`config.mk`:
```
export PLATFORM = sky130hd
export DESIGN_NAME = pid_deadzone_windup_controller_flat
export DESIGN_NICKNAME = d
export VERILOG_FILES = /design/src/rtl/core/pidc_pkg.sv /design/src/rtl/core/pidc_req_if.sv /design/src/rtl/core/pidc_rsp_if.sv /design/src/rtl/core/pid_deadzone_windup_controller.sv /design/src/rtl/core/pidc_mul.sv /design/src/rtl/core/pidc_div.sv /design/src/flat_wrapper.sv
export SDC_FILE = /design/constraint.sdc
export NUM_CORES = 2
export LEC_CHECK = 0
export BUFFER_PORTS_ARGS = -buffer_cell sky130_fd_sc_hd__buf_2
export CAP_MARGIN = 20
export CORE_ASPECT_RATIO = 0.8
export CORE_MARGIN = 5
export CORE_UTILIZATION = 40
export DETAILED_ROUTE_END_ITERATION = 12
export MAX_ROUTING_LAYER = met4
export PLACE_DENSITY_LB_ADDON = 0.15
export SETUP_SLACK_MARGIN = 0.1
export SYNTH_ARGS = -nofsm -noshare
export SYNTH_HDL_FRONTEND = slang
export SYNTH_HIERARCHICAL = 1
export SYNTH_SLANG_ARGS = --single-unit
```
`constraint.sdc`:
```
create_clock -name clock -period 8.5 [get_ports clock]
set_clock_uncertainty 0.15 [all_clocks]
set_input_delay 0 -clock clock [delete_from_list [all_inputs] [get_ports clock]]
set_output_delay 0 -clock clock [all_outputs]
set_load 0.02 [all_outputs]
```
`src/rtl/core/pidc_pkg.sv`:
```
`timescale 1ns / 1ps
package pidc_pkg;

   localparam int FILTER_DEPTH = 5;
   localparam int DATA_W = 32;
   localparam int DT_W = 16;
   localparam int LIM_W = 31;
   localparam int FRAC_W = 16;
   localparam int MUL_W = 32;
   localparam int DIV_W = DATA_W + 1 + FRAC_W;
   localparam int DEN_W = 16;
   localparam int OUT_W = 2 * MUL_W - FRAC_W + 2;
   localparam int SUM_W = DATA_W + $clog2(FILTER_DEPTH);
   localparam int IDX_W = (FILTER_DEPTH > 1) ? $clog2(FILTER_DEPTH) : 1;
   localparam int CNT_W = $clog2(FILTER_DEPTH + 1);
   localparam logic [FRAC_W-1:0] DECAY_Q16 = 16'd62259;

   typedef enum logic [2:0] {
      REG_PROP_GAIN,
      REG_INTEG_GAIN,
      REG_DERIV_GAIN,
      REG_OUT_MIN,
      REG_OUT_MAX,
      REG_INTEG_LIMIT,
      REG_DEAD_BAND,
      REG_INTEG_REGION
   } reg_index_type;

   typedef enum logic [1:0] {
      HIT_NONE = 2'd0,
      HIT_MAX  = 2'd1,
      HIT_MIN  = 2'd2
   } limit_code_type;

endpackage

```
`src/rtl/core/pidc_req_if.sv`:
```
`timescale 1ns / 1ps
interface pidc_req_if;
   logic                              valid;
   logic                              ready;
   logic                              restart;
   logic signed [pidc_pkg::DATA_W-1:0] error_in;
   logic [pidc_pkg::DT_W-1:0]         step_time;

   modport source (output valid, restart, error_in, step_time, input ready);
   modport sink (input valid, restart, error_in, step_time, output ready);
endinterface

```
`src/rtl/core/pidc_rsp_if.sv`:
```
`timescale 1ns / 1ps
interface pidc_rsp_if;
   logic                              valid;
   logic                              ready;
   logic signed [pidc_pkg::DATA_W-1:0] drive;
   logic [1:0]                        limit_hit;

   modport source (output valid, drive, limit_hit, input ready);
   modport sink (input valid, drive, limit_hit, output ready);
endinterface

```
`src/rtl/core/pid_deadzone_windup_controller.sv`:
```
`timescale 1ns / 1ps
// PID controller with dead band, integral region, output clamp and anti-windup.
// The request channel carries one beat per control sample: restart, the error
// (signed Q16.16) and the step time (unsigned Q0.16). A restart beat clears the
// integral, the previous error and the slope window, and gives no response.
// Every other beat gives exactly one response beat with the clamped drive and
// a limit code. The user must write registers through the csr_ port only while
// idle; the block itself does not enforce it. A bit-serial multiplier forms up
// to five products (the integral step, the integral decay and the three gain
// terms) and a bit-serial divider forms the slope and the window mean; no slope
// is formed on a first step or with a zero step time. One request is worked
// on at a time; the next is taken once the previous result sits in the
// response register. If the receiver stalls, the response holds and the block
// waits before writing a second one. Reset clears the csr registers, the state,
// the integral, the previous error and the slope window count, but not the
// working data registers, the window contents or the response data.
module pid_deadzone_windup_controller (
   input  logic                          clock,
   input  logic                          reset,
   pidc_req_if.sink                      req_bus,
   pidc_rsp_if.source                    rsp_bus,
   input  logic                          csr_we,
   input  logic [2:0]                    csr_index,
   input  logic [pidc_pkg::DATA_W-1:0]   csr_data
);
   import pidc_pkg::*;

   typedef enum logic [3:0] {
      S_IDLE, S_INC, S_REGION, S_DECAY, S_DERIV, S_SLOPE, S_SUM,
      S_AVGSTART, S_AVG, S_PSTART, S_PMUL, S_IMUL, S_DMUL, S_FINISH
   } state_type;

   localparam logic signed [DATA_W+1:0] MAX34 = 34'sd2147483647;
   localparam logic signed [DATA_W+1:0] MIN34 = -34'sd2147483648;

   function automatic logic signed [DATA_W-1:0] sat_data(input logic signed [DATA_W+1:0] v);
      logic signed [DATA_W-1:0] r;
      if (v > MAX34) r = 32'sh7FFF_FFFF;
      else if (v < MIN34) r = 32'sh8000_0000;
      else r = v[DATA_W-1:0];
      return r;
   endfunction

   function automatic logic [DATA_W-1:0] mag_data(input logic signed [DATA_W-1:0] v);
      return v[DATA_W-1] ? DATA_W'(-v) : DATA_W'(v);
   endfunction

   logic signed [DATA_W-1:0] prop_gain_ff, integ_gain_ff, deriv_gain_ff;
   logic signed [DATA_W-1:0] out_min_ff, out_max_ff;
   logic [LIM_W-1:0]         integ_limit_ff, dead_band_ff, integ_region_ff;

   state_type                state_ff;
   logic signed [DATA_W-1:0] e_ff, inc_ff, accum_ff, last_error_ff, deriv_ff;
   logic [DATA_W-1:0]        emag_ff;
   logic [DT_W-1:0]          dt_ff;
   logic                     first_ff;
   logic signed [DATA_W-1:0] window_ff [FILTER_DEPTH];
   logic [CNT_W-1:0]         slope_count_ff;
   logic [IDX_W-1:0]         slope_head_ff, sum_idx_ff;
   logic signed [SUM_W-1:0]  sum_ff;
   logic signed [OUT_W-1:0]  out_sum_ff;
   logic                     neg_ff;
   logic                     mul_go_ff, div_go_ff;
   logic [MUL_W-1:0]         mul_a_ff, mul_b_ff;
   logic [DIV_W-1:0]         div_num_ff;
   logic [DEN_W-1:0]         div_den_ff;
   logic                     rsp_valid_ff;
   logic signed [DATA_W-1:0] drive_ff;
   logic [1:0]               hit_ff;

   logic                     mul_done, div_done;
   logic [2*MUL_W-1:0]       mul_prod;
   logic [DIV_W-1:0]         div_quo;

   logic                     accept, rsp_take, in_dead;
   logic [DATA_W-1:0]        in_mag, mul_hi;
   logic signed [DATA_W-1:0] lim, integ_acc, slope, avg, aw_acc;
   logic signed [DATA_W+1:0] lim_w, nlim_w, a1_w;
   logic signed [DATA_W:0]   diff;
   logic [DATA_W:0]          diff_mag;
   logic [SUM_W-1:0]         sum_mag;
   logic [2*MUL_W-FRAC_W-1:0] term_mag;
   logic signed [OUT_W-1:0]  term_s, omax_w, omin_w;
   limit_code_type           hit;
   logic                     aw, s_nz;

   pidc_mul u_mul (
      .clock(clock), .reset(reset), .go(mul_go_ff), .a_mag(mul_a_ff), .b_mag(mul_b_ff),
      .done(mul_done), .prod(mul_prod)
   );

   pidc_div u_div (
      .clock(clock), .reset(reset), .go(div_go_ff), .num(div_num_ff), .den(div_den_ff),
      .done(div_done), .quo(div_quo)
   );

   assign req_bus.ready = (state_ff == S_IDLE);
   assign accept = req_bus.valid && req_bus.ready;
   assign rsp_take = rsp_bus.valid && rsp_bus.ready;
   assign rsp_bus.valid = rsp_valid_ff;
   assign rsp_bus.drive = drive_ff;
   assign rsp_bus.limit_hit = hit_ff;

   always_comb begin
      in_mag = mag_data(req_bus.error_in);
      in_dead = (in_mag < {1'b0, dead_band_ff});
      mul_hi = mul_prod[FRAC_W +: MUL_W];
      term_mag = mul_prod[2*MUL_W-1:FRAC_W];
      term_s = neg_ff ? -$signed({2'b00, term_mag}) : $signed({2'b00, term_mag});

      lim = (integ_limit_ff != '0) ? $signed({1'b0, integ_limit_ff}) : out_max_ff;
      lim_w = (DATA_W+2)'(lim);
      nlim_w = -lim_w;
      a1_w = (DATA_W+2)'(sat_data((DATA_W+2)'(accum_ff) + (DATA_W+2)'(inc_ff)));
      if (a1_w > lim_w) integ_acc = sat_data(lim_w);
      else if (a1_w < nlim_w) integ_acc = sat_data(nlim_w);
      else integ_acc = sat_data(a1_w);

      diff = (DATA_W+1)'(e_ff) - (DATA_W+1)'(last_error_ff);
      diff_mag = diff[DATA_W] ? (DATA_W+1)'(-diff) : (DATA_W+1)'(diff);

      if (!neg_ff) begin
         slope = (|div_quo[DIV_W-1:DATA_W-1]) ? 32'sh7FFF_FFFF : $signed(div_quo[DATA_W-1:0]);
      end else begin
         slope = (div_quo > DIV_W'(33'h0_8000_0000)) ? 32'sh8000_0000
                                                     : $signed(-div_quo[DATA_W-1:0]);
      end
      avg = neg_ff ? $signed(-div_quo[DATA_W-1:0]) : $signed(div_quo[DATA_W-1:0]);
      sum_mag = sum_ff[SUM_W-1] ? SUM_W'(-sum_ff) : SUM_W'(sum_ff);

      omax_w = OUT_W'(out_max_ff);
      omin_w = OUT_W'(out_min_ff);
      if (out_sum_ff > omax_w) hit = HIT_MAX;
      else if (out_sum_ff < omin_w) hit = HIT_MIN;
      else hit = HIT_NONE;
      s_nz = (integ_gain_ff != '0) && (e_ff != '0) && (dt_ff != '0);
      aw = (hit != HIT_NONE) && s_nz &&
           ((integ_gain_ff[DATA_W-1] == e_ff[DATA_W-1]) ? (accum_ff > 0) : (accum_ff < 0));
      aw_acc = sat_data((DATA_W+2)'(accum_ff) - (DATA_W+2)'(inc_ff));
   end

   always_ff @(posedge clock) begin
      if (reset) begin
         prop_gain_ff <= '0;
         integ_gain_ff <= '0;
         deriv_gain_ff <= '0;
         out_min_ff <= '0;
         out_max_ff <= '0;
         integ_limit_ff <= '0;
         dead_band_ff <= '0;
         integ_region_ff <= '0;
      end else if (csr_we) begin
         unique case (reg_index_type'(csr_index))
            REG_PROP_GAIN:    prop_gain_ff <= csr_data;
            REG_INTEG_GAIN:   integ_gain_ff <= csr_data;
            REG_DERIV_GAIN:   deriv_gain_ff <= csr_data;
            REG_OUT_MIN:      out_min_ff <= csr_data;
            REG_OUT_MAX:      out_max_ff <= csr_data;
            REG_INTEG_LIMIT:  integ_limit_ff <= csr_data[LIM_W-1:0];
            REG_DEAD_BAND:    dead_band_ff <= csr_data[LIM_W-1:0];
            REG_INTEG_REGION: integ_region_ff <= csr_data[LIM_W-1:0];
            default: ;
         endcase
      end
   end

   always_ff @(posedge clock) begin
      if (state_ff == S_SLOPE && div_done && FILTER_DEPTH > 1) begin
         window_ff[slope_head_ff] <= slope;
      end
   end

   always_ff @(posedge clock) begin
      if (reset) begin
         state_ff <= S_IDLE;
         accum_ff <= '0;
         last_error_ff <= '0;
         first_ff <= 1'b1;
         slope_count_ff <= '0;
         slope_head_ff <= '0;
         mul_go_ff <= 1'b0;
         div_go_ff <= 1'b0;
         rsp_valid_ff <= 1'b0;
      end else begin
         mul_go_ff <= 1'b0;
         div_go_ff <= 1'b0;
         if (rsp_take) rsp_valid_ff <= 1'b0;
         unique case (state_ff)
            S_IDLE: begin
               if (accept) begin
                  if (req_bus.restart) begin
                     accum_ff <= '0;
                     last_error_ff <= '0;
                     first_ff <= 1'b1;
                     slope_count_ff <= '0;
                     slope_head_ff <= '0;
                  end else begin
                     e_ff <= in_dead ? '0 : req_bus.error_in;
                     emag_ff <= in_dead ? '0 : in_mag;
                     dt_ff <= req_bus.step_time;
                     neg_ff <= req_bus.error_in[DATA_W-1] && !in_dead;
                     mul_a_ff <= in_dead ? '0 : in_mag;
                     mul_b_ff <= MUL_W'(req_bus.step_time);
                     mul_go_ff <= 1'b1;
                     state_ff <= S_INC;
                  end
               end
            end
            S_INC: begin
               if (mul_done) begin
                  inc_ff <= neg_ff ? $signed(-mul_hi) : $signed(mul_hi);
                  state_ff <= S_REGION;
               end
            end
            S_REGION: begin
               if (integ_region_ff == '0 || emag_ff < {1'b0, integ_region_ff}) begin
                  accum_ff <= integ_acc;
                  state_ff <= S_DERIV;
               end else begin
                  mul_a_ff <= mag_data(accum_ff);
                  mul_b_ff <= MUL_W'(DECAY_Q16);
                  neg_ff <= accum_ff[DATA_W-1];
                  mul_go_ff <= 1'b1;
                  state_ff <= S_DECAY;
               end
            end
            S_DECAY: begin
               if (mul_done) begin
                  accum_ff <= neg_ff ? $signed(-mul_hi) : $signed(mul_hi);
                  state_ff <= S_DERIV;
               end
            end
            S_DERIV: begin
               if (!first_ff && dt_ff != '0) begin
                  div_num_ff <= {diff_mag, {FRAC_W{1'b0}}};
                  div_den_ff <= DEN_W'(dt_ff);
                  neg_ff <= diff[DATA_W];
                  div_go_ff <= 1'b1;
                  state_ff <= S_SLOPE;
               end else begin
                  deriv_ff <= '0;
                  state_ff <= S_PSTART;
               end
            end
            S_SLOPE: begin
               if (div_done) begin
                  if (FILTER_DEPTH == 1) begin
                     deriv_ff <= slope;
                     state_ff <= S_PSTART;
                  end else begin
                     slope_head_ff <= (slope_head_ff == IDX_W'(FILTER_DEPTH - 1))
                                      ? '0 : slope_head_ff + IDX_W'(1);
                     if (slope_count_ff != CNT_W'(FILTER_DEPTH)) begin
                        slope_count_ff <= slope_count_ff + CNT_W'(1);
                     end
                     sum_ff <= '0;
                     sum_idx_ff <= '0;
                     state_ff <= S_SUM;
                  end
               end
            end
            S_SUM: begin
               sum_ff <= sum_ff + SUM_W'(window_ff[sum_idx_ff]);
               sum_idx_ff <= sum_idx_ff + IDX_W'(1);
               if (CNT_W'(sum_idx_ff) + CNT_W'(1) == slope_count_ff) begin
                  state_ff <= S_AVGSTART;
               end
            end
            S_AVGSTART: begin
               div_num_ff <= DIV_W'(sum_mag);
               div_den_ff <= DEN_W'(slope_count_ff);
               neg_ff <= sum_ff[SUM_W-1];
               div_go_ff <= 1'b1;
               state_ff <= S_AVG;
            end
            S_AVG: begin
               if (div_done) begin
                  deriv_ff <= avg;
                  state_ff <= S_PSTART;
               end
            end
            S_PSTART: begin
               mul_a_ff <= mag_data(prop_gain_ff);
               mul_b_ff <= emag_ff;
               neg_ff <= prop_gain_ff[DATA_W-1] ^ e_ff[DATA_W-1];
               mul_go_ff <= 1'b1;
               state_ff <= S_PMUL;
            end
            S_PMUL: begin
               if (mul_done) begin
                  out_sum_ff <= term_s;
                  mul_a_ff <= mag_data(integ_gain_ff);
                  mul_b_ff <= mag_data(accum_ff);
                  neg_ff <= integ_gain_ff[DATA_W-1] ^ accum_ff[DATA_W-1];
                  mul_go_ff <= 1'b1;
                  state_ff <= S_IMUL;
               end
            end
            S_IMUL: begin
               if (mul_done) begin
                  out_sum_ff <= out_sum_ff + term_s;
                  mul_a_ff <= mag_data(deriv_gain_ff);
                  mul_b_ff <= mag_data(deriv_ff);
                  neg_ff <= deriv_gain_ff[DATA_W-1] ^ deriv_ff[DATA_W-1];
                  mul_go_ff <= 1'b1;
                  state_ff <= S_DMUL;
               end
            end
            S_DMUL: begin
               if (mul_done) begin
                  out_sum_ff <= out_sum_ff + term_s;
                  state_ff <= S_FINISH;
               end
            end
            S_FINISH: begin
               if (!rsp_valid_ff || rsp_take) begin
                  unique case (hit)
                     HIT_MAX: drive_ff <= out_max_ff;
                     HIT_MIN: drive_ff <= out_min_ff;
                     default: drive_ff <= out_sum_ff[DATA_W-1:0];
                  endcase
                  hit_ff <= hit;
                  if (aw) accum_ff <= aw_acc;
                  last_error_ff <= e_ff;
                  first_ff <= 1'b0;
                  rsp_valid_ff <= 1'b1;
                  state_ff <= S_IDLE;
               end
            end
            default: state_ff <= S_IDLE;
         endcase
      end
   end
endmodule

```
`src/rtl/core/pidc_mul.sv`:
```
`timescale 1ns / 1ps
module pidc_mul (
   input  logic                           clock,
   input  logic                           reset,
   input  logic                           go,
   input  logic [pidc_pkg::MUL_W-1:0]     a_mag,
   input  logic [pidc_pkg::MUL_W-1:0]     b_mag,
   output logic                           done,
   output logic [2*pidc_pkg::MUL_W-1:0]   prod
);
   import pidc_pkg::*;

   localparam int MCNT_W = $clog2(MUL_W + 1);

   logic [MUL_W-1:0]   b_ff;
   logic [2*MUL_W-1:0] prod_ff;
   logic [MCNT_W-1:0]  count_ff;
   logic               done_ff;
   logic [MUL_W:0]     sum_in;

   // One multiplier bit per cycle, shift-add from the low end.
   assign sum_in = {1'b0, prod_ff[2*MUL_W-1:MUL_W]} + (prod_ff[0] ? {1'b0, b_ff} : '0);

   always_ff @(posedge clock) begin
      if (reset) begin
         count_ff <= '0;
         done_ff <= 1'b0;
      end else begin
         done_ff <= (count_ff == MCNT_W'(1));
         if (go) begin
            count_ff <= MCNT_W'(MUL_W);
            b_ff <= b_mag;
            prod_ff <= {{MUL_W{1'b0}}, a_mag};
         end else if (count_ff != '0) begin
            count_ff <= count_ff - MCNT_W'(1);
            prod_ff <= {sum_in, prod_ff[MUL_W-1:1]};
         end
      end
   end

   assign done = done_ff;
   assign prod = prod_ff;
endmodule

```
`src/rtl/core/pidc_div.sv`:
```
`timescale 1ns / 1ps
module pidc_div (
   input  logic                        clock,
   input  logic                        reset,
   input  logic                        go,
   input  logic [pidc_pkg::DIV_W-1:0]  num,
   input  logic [pidc_pkg::DEN_W-1:0]  den,
   output logic                        done,
   output logic [pidc_pkg::DIV_W-1:0]  quo
);
   import pidc_pkg::*;

   localparam int DCNT_W = $clog2(DIV_W + 1);

   logic [DEN_W-1:0]  den_ff;
   logic [DEN_W-1:0]  rem_ff;
   logic [DIV_W-1:0]  quo_ff;
   logic [DCNT_W-1:0] count_ff;
   logic              done_ff;
   logic [DEN_W:0]    trial;
   logic [DEN_W:0]    diff;
   logic              fits;

   // Restoring division, one quotient bit per cycle.
   assign trial = {rem_ff, quo_ff[DIV_W-1]};
   assign diff = trial - {1'b0, den_ff};
   assign fits = (trial >= {1'b0, den_ff});

   always_ff @(posedge clock) begin
      if (reset) begin
         count_ff <= '0;
         done_ff <= 1'b0;
      end else begin
         done_ff <= (count_ff == DCNT_W'(1));
         if (go) begin
            count_ff <= DCNT_W'(DIV_W);
            den_ff <= den;
            rem_ff <= '0;
            quo_ff <= num;
         end else if (count_ff != '0) begin
            count_ff <= count_ff - DCNT_W'(1);
            rem_ff <= fits ? diff[DEN_W-1:0] : trial[DEN_W-1:0];
            quo_ff <= {quo_ff[DIV_W-2:0], fits};
         end
      end
   end

   assign done = done_ff;
   assign quo = quo_ff;
endmodule

```
`src/flat_wrapper.sv`:
```
// flat-port wrapper written by rule: the top's interface ports become plain ports
module pid_deadzone_windup_controller_flat import pidc_pkg::*;
  (clock, reset, csr_we, csr_index, csr_data, req_bus_valid, req_bus_restart, req_bus_error_in, req_bus_step_time, req_bus_ready, rsp_bus_valid, rsp_bus_drive, rsp_bus_limit_hit, rsp_bus_ready);
  pidc_req_if req_bus_i ();
  pidc_rsp_if rsp_bus_i ();
  input  logic clock;
  input  logic reset;
  input  logic csr_we;
  input  logic [2:0] csr_index;
  input  logic [pidc_pkg::DATA_W-1:0] csr_data;
  input wire logic [$bits(req_bus_i.valid)-1:0] req_bus_valid;
  input wire logic [$bits(req_bus_i.restart)-1:0] req_bus_restart;
  input wire logic [$bits(req_bus_i.error_in)-1:0] req_bus_error_in;
  input wire logic [$bits(req_bus_i.step_time)-1:0] req_bus_step_time;
  output wire logic [$bits(req_bus_i.ready)-1:0] req_bus_ready;
  output wire logic [$bits(rsp_bus_i.valid)-1:0] rsp_bus_valid;
  output wire logic [$bits(rsp_bus_i.drive)-1:0] rsp_bus_drive;
  output wire logic [$bits(rsp_bus_i.limit_hit)-1:0] rsp_bus_limit_hit;
  input wire logic [$bits(rsp_bus_i.ready)-1:0] rsp_bus_ready;
  assign req_bus_i.valid = req_bus_valid;
  assign req_bus_i.restart = req_bus_restart;
  assign req_bus_i.error_in = req_bus_error_in;
  assign req_bus_i.step_time = req_bus_step_time;
  assign req_bus_ready = req_bus_i.ready;
  assign rsp_bus_valid = rsp_bus_i.valid;
  assign rsp_bus_drive = rsp_bus_i.drive;
  assign rsp_bus_limit_hit = rsp_bus_i.limit_hit;
  assign rsp_bus_i.ready = rsp_bus_ready;
  pid_deadzone_windup_controller u_core (.clock(clock), .reset(reset), .req_bus(req_bus_i), .rsp_bus(rsp_bus_i), .csr_we(csr_we), .csr_index(csr_index), .csr_data(csr_data));
endmodule
```
Word-level counts from Yosys, hierarchy flattened
Memories as Yosys holds them, arrays and structs flattened. A register that Yosys moved wholly into a read port is not among the register bits.
Cells that the tools add are included.
- register bits after elaboration: 918
- memory bits (writable): 160
- output and inout port bits: 36
- memories kept: 1
- memory list (name ; depth ; bits a word ; read ports ; clocked after Yosys merged registers in ; wr ports ; line ; RTL):
    u_core.window_ff ; 5 ; 32 ; 1 ; 1 ; 1 ; pid_deadzone_windup_controller.sv:57 ; logic signed [DATA_W-1:0] window_ff [FILTER_DEPTH];
- add/sub/neg operators: 24
- $lt $le $gt $ge: 20
- eq/ne operators: 47
- muxes and demuxes: 124
- bitwise logic cells: 5
- reductions and logical operators: 66
- operator list (operator ; count):
    $mux 32 ; 46
    $pmux 32 s5 ; 2
    $neg 32->32 ; 8
    $pmux 32 s2 ; 3
    $mux 50 ; 3
    $mux 49 ; 3
    $pmux 32 s4 ; 1
    $gt 34x32->1 const B ; 3
    $lt 34x32->1 const B ; 3
    $pmux 50 s2 ; 1
    $pmux 49 s2 ; 1
    $mux 35 ; 2
    $pmux 35 s2 ; 1
    $sub 32x32->33 ; 2
    $gt 32x32->1 const B ; 2
    $lt 32x31->1 ; 2
    $lt 32x32->1 const B ; 2
    $mux 64 ; 1
    $reduce_bool 32->1 ; 2
    $pmux 4 s14 ; 1
    $add 50x50->50 ; 1
    $gt 50x32->1 ; 1
    $lt 50x32->1 ; 1
    $neg 48->50 ; 1
    66 further kinds ; 193

Depth between registers and ports, before layout
- depth in word-level cells: 11
- gate-level depth with buffers: 28
- mapped depth without buffers: 26

Modules after synthesis
Netlist, hierarchy kept.
- by module, submodules not included (module ; instances ; cells an instance ; area an instance (sq um) ; sequential area each (sq um)):
    pid_deadzone_windup_controller ; 1 ; 6708 ; 59293.1 ; 23382.4
    pidc_mul ; 1 ; 493 ; 5811.8 ; 3022.9
    pidc_div ; 1 ; 361 ; 4645.7 ; 2572.5

Worst setup path before layout
OpenSTA, ideal clock, no wires.
- path kind: flip-flop to flip-flop
- start: reg u_core.state_ff[0]
- end: reg u_core.dt_ff[0], enable pin
- data arrival time: 6.736 ns
- required time: 7.732 ns
- path slack: 0.997 ns
- stages on the path, launching flop included: 6
- buffers on the path: 1
- cell sequence: dfxtp_1 -> clkbuf_1 -> or2_2 -> nor2_1 -> nand2_1 -> nor3_1
- word-level cells in the longest chain between the ends: 3
- RTL lines (item ; line ; RTL):
    start, declared ; pid_deadzone_windup_controller.sv:52 ; state_type state_ff;
    start signal, assigned ; pid_deadzone_windup_controller.sv:175 ; state_ff <= S_IDLE;
    start signal, assigned ; pid_deadzone_windup_controller.sv:205 ; state_ff <= S_INC;
    start signal, assigned ; pid_deadzone_windup_controller.sv:212 ; state_ff <= S_REGION;
    $logic_not 4->1 * ; pid_deadzone_windup_controller.sv:97 ; assign req_bus.ready = (state_ff == S_IDLE);
    named net req_bus_ready ; flat_wrapper.sv:15 ; output wire logic [$bits(req_bus_i.ready)-1:0] req_bus_ready;
    $logic_and 1x1->1 ; pid_deadzone_windup_controller.sv:98 ; assign accept = req_bus.valid && req_bus.ready;
    $reduce_and 4->1 (no source line) * ; -- ;
    end signal, assigned ; pid_deadzone_windup_controller.sv:200 ; dt_ff <= req_bus.step_time;
    end, declared ; pid_deadzone_windup_controller.sv:55 ; logic [DT_W-1:0] dt_ff;
Mark *: on every way through the listed nets, which the timed path passes. The rest lies on a longest branch.
A chain may end at the register's enable or synchronous reset.

Final worst setup path
- start: reg u_core.accum_ff[2]
- end: reg u_core.accum_ff[2]
- word-level cells in the longest chain between the ends: 11
- elaborated cells on any way between the ends: 28
- those cells by class: add/sub: 2; order compare: 10; eq/ne: 1; mux: 13; reduce/logical: 2
- RTL lines (item ; line ; RTL):
    start, declared ; pid_deadzone_windup_controller.sv:53 ; logic signed [DATA_W-1:0] e_ff, inc_ff, accum_ff, last_error_ff, deriv_ff;
    start signal, assigned ; pid_deadzone_windup_controller.sv:217 ; accum_ff <= integ_acc;
    start signal, assigned ; pid_deadzone_windup_controller.sv:229 ; accum_ff <= neg_ff ? $signed(-mul_hi) : $signed(mul_hi);
    start signal, assigned ; pid_deadzone_windup_controller.sv:323 ; if (aw) accum_ff <= aw_acc;
    $add 32x32->33 ; pid_deadzone_windup_controller.sv:114 ; a1_w = (DATA_W+2)'(sat_data((DATA_W+2)'(accum_ff) + (DATA_W+2)'(inc_ff)));
    $lt 34x32->1 ; pid_deadzone_windup_controller.sv:39 ; else if (v < MIN34) r = 32'sh8000_0000;
    $mux 32 ; pid_deadzone_windup_controller.sv:39 ;
    $mux 32 ; pid_deadzone_windup_controller.sv:38 ; if (v > MAX34) r = 32'sh7FFF_FFFF;
    $lt 32x32->1 ; pid_deadzone_windup_controller.sv:39 ;
    $mux 32 ; pid_deadzone_windup_controller.sv:39 ;
    $mux 32 ; pid_deadzone_windup_controller.sv:38 ;
    $mux 32 ; pid_deadzone_windup_controller.sv:116 ; else if (a1_w < nlim_w) integ_acc = sat_data(nlim_w);
    $mux 32 ; pid_deadzone_windup_controller.sv:115 ; if (a1_w > lim_w) integ_acc = sat_data(lim_w);
    $mux 32 ; pid_deadzone_windup_controller.sv:216 ; if (integ_region_ff == '0 || emag_ff < {1'b0, integ_region_ff}) begin
    $pmux 32 s4 ; pid_deadzone_windup_controller.sv:188 ; unique case (state_ff)
Parallel ways exist; a longest one is shown, timed or not. The select of a mux whose other input is x is not followed.

==> results.md <==
- Combinational share of power: 44.4%
- Synth top area share: 31.6%
- Total core area: 174000 µm²
- Synth Warn #: 6
- EDFF count, synth: 733
- Clock transition at the registers of the reported paths: 0.06 ns
- Sequential-to-total area share from yosys stat: 41.5%
- Switching part of the total: 42.0%
- Vias in the first global route: 55.1k
- Fraction of met2 tracks used by global routing: 37.9%
- Async SR Flop Fraction: 0%
- Synthesized area per cell: 9.22 µm²
- Slew Viols, Final: 0
- TNS Setup: 0 ns
- Final period utilization: 93.5%
- Worst hold endpoint: u_core/mul_b_ff[4]$_DFFE_PP_
- Crit path kind: reg2reg
- Post-Synthesis Cells: 7562
- Sequential power share: 31.1%
- Required @ worst endpoint: 9.01 ns
- Nets: 8265
- CP peak stage delay: 0.77 ns
- Initial cell density of the core: 40.1%
- Hpwl dp: 202000 µm
- Crit. End Element: flip-flop
- Dominant cells by area after synthesis: edfxtp_1 32%, dfxtp_1 10%, ha_1 8.4%
- Hold Fails Final Rpt: 0
- Drt initial violations: 7371
- Lkg Pwr: 28.4 nW
- Fin crit period: 7.94 ns
- Final Setup Violations: 0
- Maximum vdd drop: 0.241 mV
- Worst-Skew Late Latency: 0.78 ns
- DRC: 0
- R2r worst-path depth: 23
- Leading area contributor after synthesis: edfxtp_1
- Sink Count: 1081
- Distinct cells, synth: 128
- Post-Syn Area: 69800 µm²
- Most frequent cells in the layout: 995 x nand2_1, 733 x edfxtp_1, 728 x a21oi_1
- P_sw: 0.00991 W
- Relative slew margins: 15.2%
- Initial antenna violation count: 36
- Hold-critical path depth: 3
- Critical Path Start Type: flip-flop
- Fin area: 78800 µm²
- Clock Power Share: 24.6%
- Fill cells: 16.8k
- WP buf/inv: 1
- Worst hold path class: in2reg
- Global-route wire length before repair: 385000 µm
- GR Layer Usage met1: 44.4%
- GRT Util Overall: 29.0%
- Area delta synth->final: 13.0%
- ANT nets after route: 0
- Root Buffer: clkbuf_16
- Die width: 477 µm
- CP max stage cell: a2111oi_0
- Wire per inst: 26.4 µm
- TritonCTS clock tree: built
- Busiest layer in global routing: met1
- Met3 usage: 6.87%
- Cell breakdown of the critical path: ha_1 > nand2b_1 > o311ai_0 > o21ai_1 > o211ai_1 > a2111oi_2 > o31ai_1 > xnor2_2 > nand3_1 > a21oi_1 > ha_1 > a21oi_1 > o21a_1 > o211ai_1 > a2111oi_0 > nand2_1 > a21boi_2 > nor3b_2 > buf_4 > nand2_1 > a21oi_1 > a221oi_1 > a311oi_1
- Vias post-DR: 60.4k
- Reg-to-Reg End: u_core/accum_ff[2]$_SDFFE_PP0P_
- PortBufs: 124
- Total power: 0.0236 W
- Final Util: 45.4%
- Pint: 0.0137 W
- Max H-tree Level: 4
- CTS Buf Count: 130
- Synthesis-stage register bit count: 1081
- Max_cap viols: 0
- Final wirelength: 267000 µm
- Flop-to-flop setup slack: 0.56 ns
- Top_reg_cell synth: edfxtp_1
- Ports: 125
- Arrival time at the worst endpoint: 8.45 ns
- Layout cell share with drive strength beyond 1: 9.62%
- Largest net degree at the start of global routing: 161
- Worst-path fanout max: 11
- Via/cell ratio: 5.97
- Net Count, Synth: 8129
- PD cells: 299 nW/µm²
- Area post-placement: 72700 µm²
- RSZ-0062 raised after global routing: false
- Grt ovf: 0
- Most frequent CP cell: a21oi_1
- Hold Startpoint: req_bus_step_time[4]
- FMAX: 126 MHz
- Commonest non-fill, non-tap cell in the layout: nand2_1
- TritonRoute pass-1 iters: 6
- Die area: 183000 µm²
- CP top delay family: compound AO/OA/AOI/OAI gates
- Site Rows: 137
- Reg2reg start: u_core/accum_ff[2]$_SDFFE_PP0P_
- Worst-margin pin slew: 1.24 ns
- Die height: 384 µm
- CTS max path bufs: 3
- Hold_ws: 0.0559 ns
- Status: finished, final reports clean
- Final GP Congestion: 0.974
## final cells by class
cell class	count	area, µm²	share of cell area [%]
antenna	16	40.0	0.0508
timing repair buffer	411	3230	4.10
inverter	356	1340	1.69
clock inverter	70	800	1.01
sequential	1081	29000	36.8
multi-input combinational	5718	38000	48.2
clock buffer	171	3560	4.52
tap	2293	2870	3.64
## worst max-delay path by stage
stage                                           end  depth (start not counted)                            start
floorplan                 u_core/dt_ff[0]$_DFFE_PP_                          5  u_core/state_ff[0]$_SDFFE_PP0P_
global placement    u_core/accum_ff[2]$_SDFFE_PP0P_                         23  u_core/accum_ff[2]$_SDFFE_PP0P_
detailed placement  u_core/accum_ff[2]$_SDFFE_PP0P_                         23  u_core/accum_ff[2]$_SDFFE_PP0P_
CTS                 u_core/accum_ff[2]$_SDFFE_PP0P_                         23  u_core/accum_ff[2]$_SDFFE_PP0P_
global route        u_core/accum_ff[2]$_SDFFE_PP0P_                         24       u_core/inc_ff[1]$_DFFE_PP_
finish              u_core/accum_ff[2]$_SDFFE_PP0P_                         23  u_core/accum_ff[2]$_SDFFE_PP0P_
## cells in the mapped netlist (129+ instances only)
library cell    n
dfxtp_1       348
nor2_1        546
o21ai_0       383
nand2_1       998
inv_1         353
nor3_1        129
nand3_1       141
ha_1          471
a21oi_1       733
edfxtp_1      733
xor2_1        256
and2_1        137
clkbuf_1      314
xnor2_1       262
## worst register-to-register path, cell delays in order (launching register included)
cell,delay (ns)
dfxtp_1,0.53
ha_1,0.42
nand2b_1,0.14
o311ai_0,0.24
o21ai_1,0.36
o211ai_1,0.33
a2111oi_2,0.56
o31ai_1,0.22
xnor2_2,0.46
nand3_1,0.52
a21oi_1,0.58
ha_1,0.33
a21oi_1,0.17
o21a_1,0.18
o211ai_1,0.15
a2111oi_0,0.77
nand2_1,0.18
a21boi_2,0.42
nor3b_2,0.28
buf_4,0.24
nand2_1,0.08
a21oi_1,0.15
a221oi_1,0.08
a311oi_1,0.29
## power by group through the flow
stage	registers (W)	clock network [W]	logic (W)
after floorplan	0.00717	0	0.00687
after global placement	0.00740	0	0.0101
after detailed placement	0.00742	0	0.0101
after CTS	0.00731	0.00592	0.0102
after global routing	0.00739	0.00614	0.0113
final	0.00732	0.00579	0.0105
## sequential cells by signal, indices dropped and copies added, names as in the netlist, 35 cells and up, named ones only
signal             cells
u_core/window_ff     160
u_core/u_mul/prod     64
u_core/sum_ff         35
u_core/div_num_ff     49
u_core/u_div/quo      49
u_core/out_sum_ff     50
## logic make-up (layout without fill, tap and decap cells)
kind of cell	count (synthesis)	in the layout	share of synthesized area (%)
xor gates and xnor gates	519	519	6.54
other	0	16	0
DFF	1081	1081	41.5
adders and majority gates	480	480	8.68
and+or+nand+nor	2495	2495	16.8
AOI/OAI and AO/OA	2008	2008	18.2
muxes	216	216	3.91
buffers and inverters	763	1008	4.29
## repair_timing
item / 4_1_cts / 5_1_grt
setup endpoints to repair: 0 / 24
hold buffers: 152 / 0
gates resized for setup: 0 / 3
hold endpoints to repair: 544 / 0
buffers inserted: 0 / 0
## metal layers
layer,vias to the layer above,routed length (µm)
met5,-,0
met4,0,5790
met3,311,25800
met2,2481,104000
met1,29700,131000
li1,27900,-
## stage by stage
stage	cells	setup slack [ns]
after floorplan	7562	0.997
after global placement	9690	0.585
after detailed placement	9691	0.554
after CTS	10100	0.502
after global routing	10100	0.112
final	10100	0.556
(Power assumes the default switching activity.)
